<file path="src/hw/rtl/assert_macros.svh">
// Assertion helpers for the RTL of the timer list.
`ifndef ASSERT_MACROS_SVH
`define ASSERT_MACROS_SVH

// Condition that must hold at every rising clock edge outside reset.
`define DOTL_ASSERT_ALWAYS(label, clk, rst_n, cond, msg) \
	label: assert property (@(posedge clk) disable iff (!rst_n) (cond)) else $error(msg);

// Implication checked in the same cycle.
`define DOTL_ASSERT_IMPL(label, clk, rst_n, ante, cons, msg) \
	label: assert property (@(posedge clk) disable iff (!rst_n) (ante) |-> (cons)) \
		else $error(msg);

`endif

</file>
<file path="src/hw/rtl/dotl_pkg.sv">
// ---------------------------------------------------------------------------
// dotl_pkg
// Types and codes of the deadline ordered timer list.
// ---------------------------------------------------------------------------
package dotl_pkg;

	localparam int IV_BITS = 31;

	localparam logic [1:0] CMD_START   = 2'd0;
	localparam logic [1:0] CMD_STOP    = 2'd1;
	localparam logic [1:0] CMD_RESTART = 2'd2;
	localparam logic [1:0] CMD_TICK    = 2'd3;

	localparam logic KIND_STATUS = 1'b0;
	localparam logic KIND_EXPIRY = 1'b1;

	localparam logic STATUS_OK          = 1'b0;
	localparam logic STATUS_NOT_RUNNING = 1'b1;

	typedef struct packed {
		logic [1:0]         cmd;
		logic [3:0]         timer_id;
		logic [IV_BITS-1:0] interval_ms;
		logic               repeat_req;
	} in_item_t;

	typedef struct packed {
		logic       kind;
		logic       status;
		logic [3:0] fired_id;
		logic       last;
	} out_item_t;

	// Results of the deadline compare for one list entry.
	typedef struct packed {
		logic ins_here;
		logic expired;
	} cmp_res_t;

endpackage

</file>
<file path="src/hw/rtl/dotl_ram.sv">
// ---------------------------------------------------------------------------
// dotl_ram
// Simple dual port RAM with one write port and one registered read port.
// ---------------------------------------------------------------------------
module dotl_ram #(
	parameter int WIDTH = 8,
	parameter int DEPTH = 16
) (
	input  logic                     clk,
	input  logic                     we,
	input  logic [$clog2(DEPTH)-1:0] waddr,
	input  logic [WIDTH-1:0]         wdata,
	input  logic                     re,
	input  logic [$clog2(DEPTH)-1:0] raddr,
	output logic [WIDTH-1:0]         rdata
);
	logic [WIDTH-1:0] mem [DEPTH];

	always_ff @(posedge clk) begin
		if (we) begin
			mem[waddr] <= wdata;
		end
		if (re) begin
			rdata <= mem[raddr];
		end
	end
endmodule

</file>
<file path="src/hw/rtl/dotl_time_cmp.sv">
// ---------------------------------------------------------------------------
// dotl_time_cmp
// Remaining time and expiry test of one list entry against the current time.
// ---------------------------------------------------------------------------
module dotl_time_cmp #(
	parameter int TIME_BITS = 32
) (
	input  logic [TIME_BITS-1:0]       now,
	input  logic [TIME_BITS-1:0]       label,
	input  logic [dotl_pkg::IV_BITS-1:0] slot_iv,
	input  logic [dotl_pkg::IV_BITS-1:0] ins_iv,
	output dotl_pkg::cmp_res_t         res
);
	import dotl_pkg::*;

	localparam int CW = (TIME_BITS > IV_BITS) ? TIME_BITS : IV_BITS;
	localparam logic [TIME_BITS-1:0] HALF_LIM = {1'b0, {(TIME_BITS-1){1'b1}}};

	logic [TIME_BITS-1:0] remain;
	logic [TIME_BITS-1:0] elapsed;

	// All differences wrap modulo the width of the time counter.
	assign remain  = label + TIME_BITS'(slot_iv) - now;
	assign elapsed = now - label;

	assign res.ins_here = (remain < HALF_LIM) && (CW'(remain) >= CW'(ins_iv));
	assign res.expired  = !(CW'(elapsed) < CW'(slot_iv));
endmodule

</file>
<file path="src/hw/rtl/deadline_ordered_timer_list.sv">
// ---------------------------------------------------------------------------
// deadline_ordered_timer_list
// Software timers kept in one list ordered by deadline.
// ---------------------------------------------------------------------------
// The block takes commands on the in channel (start, stop, restart, tick) and
// returns results on the out channel. A command gives one status result; a
// tick gives one expiry report per expired timer, in list order, the final
// one with last set, and no result when nothing expires.
// Slot data sits in one RAM, the list order as next links in a second RAM.
// One item is worked on at a time; in_ready is high only when idle. A start
// walks the list entry by entry to its insertion point; a stop walks to the
// predecessor; an expiry of a repeating timer also takes the insertion walk.
// The result goes to an output register, so the next item is taken while it
// waits. A stalled receiver holds the block only when a further result must
// be loaded. Reset clears the time, the list and all running flags at once.
// ---------------------------------------------------------------------------
`include "assert_macros.svh"

module deadline_ordered_timer_list #(
	parameter int NUM_TIMERS = 16,
	parameter int TIME_BITS  = 32
) (
	input  logic                 clk,
	input  logic                 arst_n,
	input  logic                 in_valid,
	output logic                 in_ready,
	input  dotl_pkg::in_item_t   in_data,
	output logic                 out_valid,
	input  logic                 out_ready,
	output dotl_pkg::out_item_t  out_data
);
	import dotl_pkg::*;

	localparam int IDW = $clog2(NUM_TIMERS);
	localparam int LW  = $clog2(NUM_TIMERS + 1);
	localparam int DW  = 1 + IV_BITS + TIME_BITS;

	localparam logic [3:0] ST_IDLE     = 4'd0;
	localparam logic [3:0] ST_RM       = 4'd1;
	localparam logic [3:0] ST_RM_HEAD  = 4'd2;
	localparam logic [3:0] ST_RM_WALK  = 4'd3;
	localparam logic [3:0] ST_RM_LINK  = 4'd4;
	localparam logic [3:0] ST_START    = 4'd5;
	localparam logic [3:0] ST_INS      = 4'd6;
	localparam logic [3:0] ST_INS_CMP  = 4'd7;
	localparam logic [3:0] ST_INS_LINK = 4'd8;
	localparam logic [3:0] ST_T_HEAD   = 4'd9;
	localparam logic [3:0] ST_T_CHK    = 4'd10;
	localparam logic [3:0] ST_T_FIN    = 4'd11;
	localparam logic [3:0] ST_PUSH     = 4'd12;

	logic [3:0]            state_q;
	logic [TIME_BITS-1:0]  now_q;
	logic [IDW-1:0]        head_q;
	logic [LW-1:0]         len_q;
	logic [NUM_TIMERS-1:0] running_q;
	logic [NUM_TIMERS-1:0] fired_q;
	logic [1:0]            cmd_q;
	logic [IDW-1:0]        id_q;
	logic [IV_BITS-1:0]    iv_q;
	logic                  rep_q;
	logic [IDW-1:0]        ins_id_q;
	logic [IV_BITS-1:0]    ins_iv_q;
	logic                  tick_mode_q;
	logic [IDW-1:0]        cur_q;
	logic [IDW-1:0]        prev_q;
	logic [LW-1:0]         pos_q;
	logic                  pend_valid_q;
	logic [IDW-1:0]        pend_id_q;
	out_item_t             res_q;
	logic                  out_valid_q;
	out_item_t             out_q;

	logic                  d_we, d_re, n_we, n_re;
	logic [IDW-1:0]        d_waddr, d_raddr, n_waddr, n_raddr, n_wdata;
	logic [DW-1:0]         d_wdata, d_rdata;
	logic [IDW-1:0]        n_rdata;

	logic [TIME_BITS-1:0]  rd_label;
	logic [IV_BITS-1:0]    rd_iv;
	logic                  rd_rep;
	cmp_res_t              cmp;

	logic                  accept;
	logic [IDW-1:0]        in_idx;
	logic                  in_id_ok;
	logic                  in_status;
	logic                  out_free;
	logic                  chk_fire;
	logic                  chk_stall;
	logic                  out_load;
	out_item_t             out_next;

	assign rd_label = d_rdata[TIME_BITS-1:0];
	assign rd_iv    = d_rdata[TIME_BITS+IV_BITS-1:TIME_BITS];
	assign rd_rep   = d_rdata[DW-1];

	assign in_ready  = (state_q == ST_IDLE);
	assign accept    = in_valid && in_ready;
	assign in_idx    = IDW'(in_data.timer_id);
	assign in_id_ok  = (32'(in_data.timer_id) < NUM_TIMERS);
	assign in_status = (!in_id_ok || ((in_data.cmd == CMD_STOP) && !running_q[in_idx])) ?
		STATUS_NOT_RUNNING : STATUS_OK;
	assign out_free  = !out_valid_q || out_ready;
	assign chk_fire  = (state_q == ST_T_CHK) && cmp.expired;
	assign chk_stall = chk_fire && pend_valid_q && !out_free;

	dotl_ram #(.WIDTH(DW), .DEPTH(NUM_TIMERS)) u_slot_ram (
		.clk   (clk),
		.we    (d_we),
		.waddr (d_waddr),
		.wdata (d_wdata),
		.re    (d_re),
		.raddr (d_raddr),
		.rdata (d_rdata)
	);

	dotl_ram #(.WIDTH(IDW), .DEPTH(NUM_TIMERS)) u_link_ram (
		.clk   (clk),
		.we    (n_we),
		.waddr (n_waddr),
		.wdata (n_wdata),
		.re    (n_re),
		.raddr (n_raddr),
		.rdata (n_rdata)
	);

	dotl_time_cmp #(.TIME_BITS(TIME_BITS)) u_cmp (
		.now     (now_q),
		.label   (rd_label),
		.slot_iv (rd_iv),
		.ins_iv  (ins_iv_q),
		.res     (cmp)
	);

	// RAM port control and output register load.
	always_comb begin
		d_we     = 1'b0;
		d_waddr  = id_q;
		d_wdata  = {rep_q, iv_q, now_q};
		d_re     = 1'b0;
		d_raddr  = head_q;
		n_we     = 1'b0;
		n_waddr  = cur_q;
		n_wdata  = ins_id_q;
		n_re     = 1'b0;
		n_raddr  = head_q;
		out_load = 1'b0;
		out_next = res_q;
		unique case (state_q)
			ST_RM: begin
				n_re    = 1'b1;
				n_raddr = (head_q == id_q) ? id_q : head_q;
			end
			ST_RM_WALK: begin
				n_re    = 1'b1;
				n_raddr = (n_rdata == id_q) ? id_q : n_rdata;
			end
			ST_RM_LINK: begin
				n_we    = 1'b1;
				n_waddr = cur_q;
				n_wdata = n_rdata;
			end
			ST_START: begin
				d_we = 1'b1;
			end
			ST_INS: begin
				d_re    = (len_q != '0);
				n_re    = (len_q != '0);
				d_raddr = head_q;
				n_raddr = head_q;
			end
			ST_INS_CMP: begin
				if (cmp.ins_here) begin
					n_we    = 1'b1;
					n_waddr = ins_id_q;
					n_wdata = cur_q;
				end else if ((pos_q + LW'(1)) == len_q) begin
					n_we    = 1'b1;
					n_waddr = cur_q;
					n_wdata = ins_id_q;
				end else begin
					d_re    = 1'b1;
					n_re    = 1'b1;
					d_raddr = n_rdata;
					n_raddr = n_rdata;
				end
			end
			ST_INS_LINK: begin
				n_we    = 1'b1;
				n_waddr = prev_q;
				n_wdata = ins_id_q;
			end
			ST_T_HEAD: begin
				if ((len_q != '0) && !fired_q[head_q]) begin
					d_re = 1'b1;
					n_re = 1'b1;
				end
			end
			ST_T_CHK: begin
				if (chk_fire && !chk_stall) begin
					if (rd_rep) begin
						d_we    = 1'b1;
						d_waddr = head_q;
						d_wdata = {rd_rep, rd_iv, now_q};
					end
					if (pend_valid_q) begin
						out_load = 1'b1;
						out_next = '{kind: KIND_EXPIRY, status: STATUS_OK,
							fired_id: 4'(pend_id_q), last: 1'b0};
					end
				end
			end
			ST_PUSH: begin
				out_load = out_free;
			end
			default: begin
			end
		endcase
	end

	always_ff @(posedge clk or negedge arst_n) begin
		if (!arst_n) begin
			state_q      <= ST_IDLE;
			now_q        <= '0;
			head_q       <= '0;
			len_q        <= '0;
			running_q    <= '0;
			fired_q      <= '0;
			cmd_q        <= CMD_START;
			id_q         <= '0;
			iv_q         <= '0;
			rep_q        <= 1'b0;
			ins_id_q     <= '0;
			ins_iv_q     <= '0;
			tick_mode_q  <= 1'b0;
			cur_q        <= '0;
			prev_q       <= '0;
			pos_q        <= '0;
			pend_valid_q <= 1'b0;
			pend_id_q    <= '0;
			res_q        <= '0;
		end else begin
			unique case (state_q)
				ST_IDLE: begin
					if (accept) begin
						cmd_q <= in_data.cmd;
						id_q  <= in_idx;
						iv_q  <= in_data.interval_ms;
						rep_q <= in_data.repeat_req;
						res_q <= '{kind: KIND_STATUS, status: in_status,
							fired_id: 4'd0, last: 1'b1};
						if (in_data.cmd == CMD_TICK) begin
							now_q        <= now_q + TIME_BITS'(1);
							fired_q      <= '0;
							pend_valid_q <= 1'b0;
							state_q      <= ST_T_HEAD;
						end else if (!in_id_ok) begin
							state_q <= ST_PUSH;
						end else begin
							unique case (in_data.cmd)
								CMD_START: begin
									state_q <= running_q[in_idx] ? ST_PUSH : ST_START;
								end
								CMD_STOP: begin
									state_q <= running_q[in_idx] ? ST_RM : ST_PUSH;
								end
								default: begin
									state_q <= running_q[in_idx] ? ST_RM : ST_START;
								end
							endcase
						end
					end
				end
				ST_RM: begin
					cur_q   <= head_q;
					state_q <= (head_q == id_q) ? ST_RM_HEAD : ST_RM_WALK;
				end
				ST_RM_HEAD, ST_RM_LINK: begin
					if (state_q == ST_RM_HEAD) begin
						head_q <= n_rdata;
					end
					len_q             <= len_q - LW'(1);
					running_q[id_q]   <= 1'b0;
					state_q           <= (cmd_q == CMD_RESTART) ? ST_START : ST_PUSH;
				end
				ST_RM_WALK: begin
					if (n_rdata == id_q) begin
						state_q <= ST_RM_LINK;
					end else begin
						cur_q <= n_rdata;
					end
				end
				ST_START: begin
					running_q[id_q] <= 1'b1;
					ins_id_q        <= id_q;
					ins_iv_q        <= iv_q;
					tick_mode_q     <= 1'b0;
					state_q         <= ST_INS;
				end
				ST_INS: begin
					if (len_q == '0) begin
						head_q  <= ins_id_q;
						len_q   <= LW'(1);
						state_q <= tick_mode_q ? ST_T_HEAD : ST_PUSH;
					end else begin
						cur_q   <= head_q;
						pos_q   <= '0;
						state_q <= ST_INS_CMP;
					end
				end
				ST_INS_CMP: begin
					if (cmp.ins_here) begin
						if (pos_q == '0) begin
							head_q  <= ins_id_q;
							len_q   <= len_q + LW'(1);
							state_q <= tick_mode_q ? ST_T_HEAD : ST_PUSH;
						end else begin
							state_q <= ST_INS_LINK;
						end
					end else if ((pos_q + LW'(1)) == len_q) begin
						len_q   <= len_q + LW'(1);
						state_q <= tick_mode_q ? ST_T_HEAD : ST_PUSH;
					end else begin
						prev_q <= cur_q;
						cur_q  <= n_rdata;
						pos_q  <= pos_q + LW'(1);
					end
				end
				ST_INS_LINK: begin
					len_q   <= len_q + LW'(1);
					state_q <= tick_mode_q ? ST_T_HEAD : ST_PUSH;
				end
				ST_T_HEAD: begin
					if ((len_q == '0) || fired_q[head_q]) begin
						state_q <= ST_T_FIN;
					end else begin
						state_q <= ST_T_CHK;
					end
				end
				ST_T_CHK: begin
					if (!cmp.expired) begin
						state_q <= ST_T_FIN;
					end else if (!chk_stall) begin
						// The previous expiry is now known not to be the final one.
						pend_valid_q      <= 1'b1;
						pend_id_q         <= head_q;
						fired_q[head_q]   <= 1'b1;
						head_q            <= n_rdata;
						len_q             <= len_q - LW'(1);
						if (rd_rep) begin
							ins_id_q    <= head_q;
							ins_iv_q    <= rd_iv;
							tick_mode_q <= 1'b1;
							state_q     <= ST_INS;
						end else begin
							running_q[head_q] <= 1'b0;
							state_q           <= ST_T_HEAD;
						end
					end
				end
				ST_T_FIN: begin
					if (pend_valid_q) begin
						res_q   <= '{kind: KIND_EXPIRY, status: STATUS_OK,
							fired_id: 4'(pend_id_q), last: 1'b1};
						state_q <= ST_PUSH;
					end else begin
						state_q <= ST_IDLE;
					end
				end
				ST_PUSH: begin
					if (out_free) begin
						state_q <= ST_IDLE;
					end
				end
				default: begin
					state_q <= ST_IDLE;
				end
			endcase
		end
	end

	// Output register: a result waits here until its transfer completes.
	always_ff @(posedge clk or negedge arst_n) begin
		if (!arst_n) begin
			out_valid_q <= 1'b0;
			out_q       <= '0;
		end else if (out_load) begin
			out_valid_q <= 1'b1;
			out_q       <= out_next;
		end else if (out_ready) begin
			out_valid_q <= 1'b0;
		end
	end

	assign out_valid = out_valid_q;
	assign out_data  = out_q;

	`DOTL_ASSERT_ALWAYS(a_len_bound, clk, arst_n, len_q <= NUM_TIMERS, "list longer than slots")
	`DOTL_ASSERT_IMPL(a_len_running, clk, arst_n, state_q == ST_IDLE, $countones(running_q) == len_q, "list length differs from running count")
	`DOTL_ASSERT_IMPL(a_fire_running, clk, arst_n, chk_fire, running_q[head_q], "expiry of a timer that is not running")
endmodule
</file>
<file path="config.mk">
export PLATFORM = sky130hd
export DESIGN_NAME = deadline_ordered_timer_list
export DESIGN_NICKNAME = d
export VERILOG_FILES = /design/src/hw/rtl/dotl_pkg.sv /design/src/hw/rtl/dotl_ram.sv /design/src/hw/rtl/dotl_time_cmp.sv /design/src/hw/rtl/deadline_ordered_timer_list.sv
export VERILOG_INCLUDE_DIRS = /design/src /design/src/hw/rtl
export SDC_FILE = /design/constraint.sdc
export NUM_CORES = 2
export LEC_CHECK = 0
export ABC_AREA = 1
export BUFFER_PORTS_ARGS = -buffer_cell sky130_fd_sc_hd__buf_2
export CORE_MARGIN = 2
export CORE_UTILIZATION = 58
export DETAILED_ROUTE_END_ITERATION = 7
export HOLD_SLACK_MARGIN = 0.08
export PLACE_DENSITY_LB_ADDON = 0.1
export RECOVER_POWER = 50
export SLEW_MARGIN = 5
export SYNTH_ARGS = -nofsm -noshare
export SYNTH_HDL_FRONTEND = slang
export SYNTH_HIERARCHICAL = 1
export SYNTH_SLANG_ARGS = --single-unit
</file>
<file path="constraint.sdc">
create_clock -name clk -period 7.44 [get_ports clk]
set_clock_uncertainty 0.1 [all_clocks]
set_input_delay 1.488 -clock clk [delete_from_list [all_inputs] [get_ports clk]]
set_output_delay 1.488 -clock clk [all_outputs]
set_load 0.01 [all_outputs]
</file>
==> reports/results.ini <==
[outcome]
outcome = complete, but fails checks
violations = max-capacitance violations, max-slew violations

[sta]
slew_viol_final = 291
hold_violations = 0
rsz0062_at_grt = no
min_period_ns = 7.09
timing.setup.tns_ns = 0
fin_crit_sh = 0.952
clock.fmax_mhz = 141
worst_pin_slew_ns = 4.67
relSlewSlack = -2.11
finalSetupViolCount = 0

[floorplanning]
initial_core_util = 0.586
die_h_um = 342
fp.dieW_um = 342
ios = 51
rows = 123
core_area_um2 = 113000
dieArea_um2 = 117000

[global_route]
antenna_found_initial = 0
grt_usage = 0.314
grt_pass1_vias = 45969
overflow = 0
grt_max_degree = 148
grt_pass1_wl_um = 277000

[clock_network]
root_buffer = clkbuf_16
clockBufferDepth = 3
cts_resized = 0
numClockSinks = 1340
postCtsSetupBuffers = 0
cts_buffers = 143
clk_pin_slew_ns = 0.06
worstSkewPairLatency_ns = 0.77
cts_hold_buf = 0
cts_tree = done
h-tree-depth = 4

[pwr]
swShare = 0.436
power_frac_comb = 0.463
internal-power_w = 0.0183
p_leak_nw = 32.9
vdd_drop_max_uv = 472
p_clk_frac = 0.217
power_density_nw_per_um2 = 445
p_sw_w = 0.0141
power_frac_seq = 0.320

[yosys]
syn_inst = 7092
async_reset_ff_frac = 0.137
synthFlopType = edfxtp_1
syn_nets = 7327
synth_area_um2 = 66100
synth_edf_count = 1156
yosysSeqAreaShare = 0.595
ys_ff_latch = 1340
synth_cell_types = 54
synth_warnings = 6
syn_avg_cell_area_um2 = 9.33

[drt]
drt_iter0_markers = 5294
final_antenna_net_count = 0
dr.pass1.iters = 6
vias = 48380
drc = 0
wl_per_cell_um = 20.8
via_per_inst = 5.52
drt_wl_total_um = 182000

[setup_path]
r2r-start = u_slot_ram/rdata[38]$_DFFE_PP_
critPathLaunchType = flip-flop
path_class = reg -> reg
ff2ff_path_depth = 36
endpoint_kind = flip-flop
critPathMaxFanout = 147
crit_family = simple AND/OR/NAND/NOR gates
worst-path-stages = 36
crit_path_start = u_slot_ram/rdata[38]$_DFFE_PP_
slowest_delay_ns = 0.51
slowest_stage = edfxtp_1
cp.arrival_ns = 7.43
crit_buf_inv = 6
required_ns = 7.78
path_common_cell = nand2_1

[worst_hold_path]
min_path_cells = 1
hp-class = reg -> reg
hp-start = res_q[0]$_DFFE_PN0P_

[layout]
drive_gt1_frac = 0.0568
synthToLayoutAreaGrowth_pct = 10.0
final_common_cell = nand2_1
fin_nets = 7373
final_cells = 8759
final_cell_mix = nand2_1, inv_1, edfxtp_1
fill_cells = 9188

[placement]
dp.cells = 8493
place_congestion = 0.968
numPortBuffers = 50
hpwl_um = 108000

[flow_run]
drv_cap = 7

[Yosys cell counts, drive strengths merged (41+ instances only)]
cell | count | area [um2]
nand2 | 2256 | 8530
inv | 1290 | 4850
edfxtp | 1156 | 34700
nand3 | 933 | 4680
nor2 | 266 | 1040
buf | 216 | 1450
dfrtp | 184 | 4600
ha | 160 | 2000
a21oi | 135 | 687
o21ai | 123 | 619
xor2 | 58 | 516
clkbuf | 56 | 210
nor3 | 41 | 243
[power groups by stage]
stage	Combinational, W	Sequential, W	Clock [W]
finish	0.0150	0.0104	0.00702
global route	0.0167	0.0105	0.00741
CTS	0.0149	0.0104	0.00711
floorplan	0.0106	0.0103	0
global placement	0.0147	0.0105	0
detailed placement	0.0148	0.0105	0
[sequential cells by signal, summed over array words and instances, names as in the netlist, 5 cells and up]
register          cells
ins_iv_q             31
u_slot_ram/rdata     64
pos_q                 5
res_q                 7
fired_q              16
now_q                32
len_q                 5
running_q            16
u_link_ram/mem       64
out_data              7
iv_q                 31
u_slot_ram/mem     1024
[path summary, 6_finish.rpt]
kind                                                        to  slack [ns]
max in group asynchronous                now_q[28]$_DFFE_PN0P_        1.41
worst min-delay path                      res_q[0]$_DFFE_PN0P_        0.37
worst max-delay path            u_slot_ram/rdata[51]$_DFFE_PP_        0.35
min in group asynchronous              out_data[4]$_DFFE_PN0P_        2.30
worst max register to register  u_slot_ram/rdata[51]$_DFFE_PP_        0.35
worst min register to register            res_q[0]$_DFFE_PN0P_        0.37
[logic make-up (layout without fill, tap and decap cells)]
| family | Yosys count | count (layout) | synth area share |
|---|---|---|---|
| and+or+nand+nor | 3557 | 3557 | 0.225 |
| buffers and inverters | 1565 | 1731 | 0.0987 |
| DFF | 1340 | 1340 | 0.595 |
| AOI/OAI and AO/OA | 355 | 355 | 0.0302 |
| adders and majority gates | 193 | 193 | 0.0403 |
| xor gates and xnor gates | 82 | 82 | 0.0110 |
| other | 0 | 1 | 0 |
[metrics by stage]
stage                     hold WS (ns)  power [W]  instance area [um2]   util  setup WS [ns]
after floorplan                  0.334     0.0209                66100      -         -0.130
after global placement           0.353     0.0252                68300  0.606          0.476
after detailed placement         0.357     0.0253                68300  0.606          0.478
after CTS                        0.371     0.0324                73000  0.647          0.424
after global routing             0.385     0.0346                72800  0.645        0.00412
final                            0.368     0.0324                72800  0.645          0.354
[area by class of cell]
class | instances | area, um2 | area share
clock inverter | 78 | 736 | 0.0101
multi-input combinational | 4187 | 20400 | 0.280
antenna | 1 | 2.50 | 0.0000344
clock buffer | 187 | 3900 | 0.0536
tap | 1500 | 1880 | 0.0258
sequential | 1340 | 39300 | 0.540
inverter | 1293 | 4890 | 0.0672
timing repair buffer | 173 | 1670 | 0.0229
[layer usage]
layer / global-route usage / up-vias / part of all wire
met2: 0.501 / 2120 / 0.46
met5: 0 / - / 0
met4: 0.103 / 0 / 0.030
met1: 0.449 / 23038 / 0.42
met3: 0.0418 / 355 / 0.084
li1: - / 22867 / -
Power figures use the tool's default switching activity.
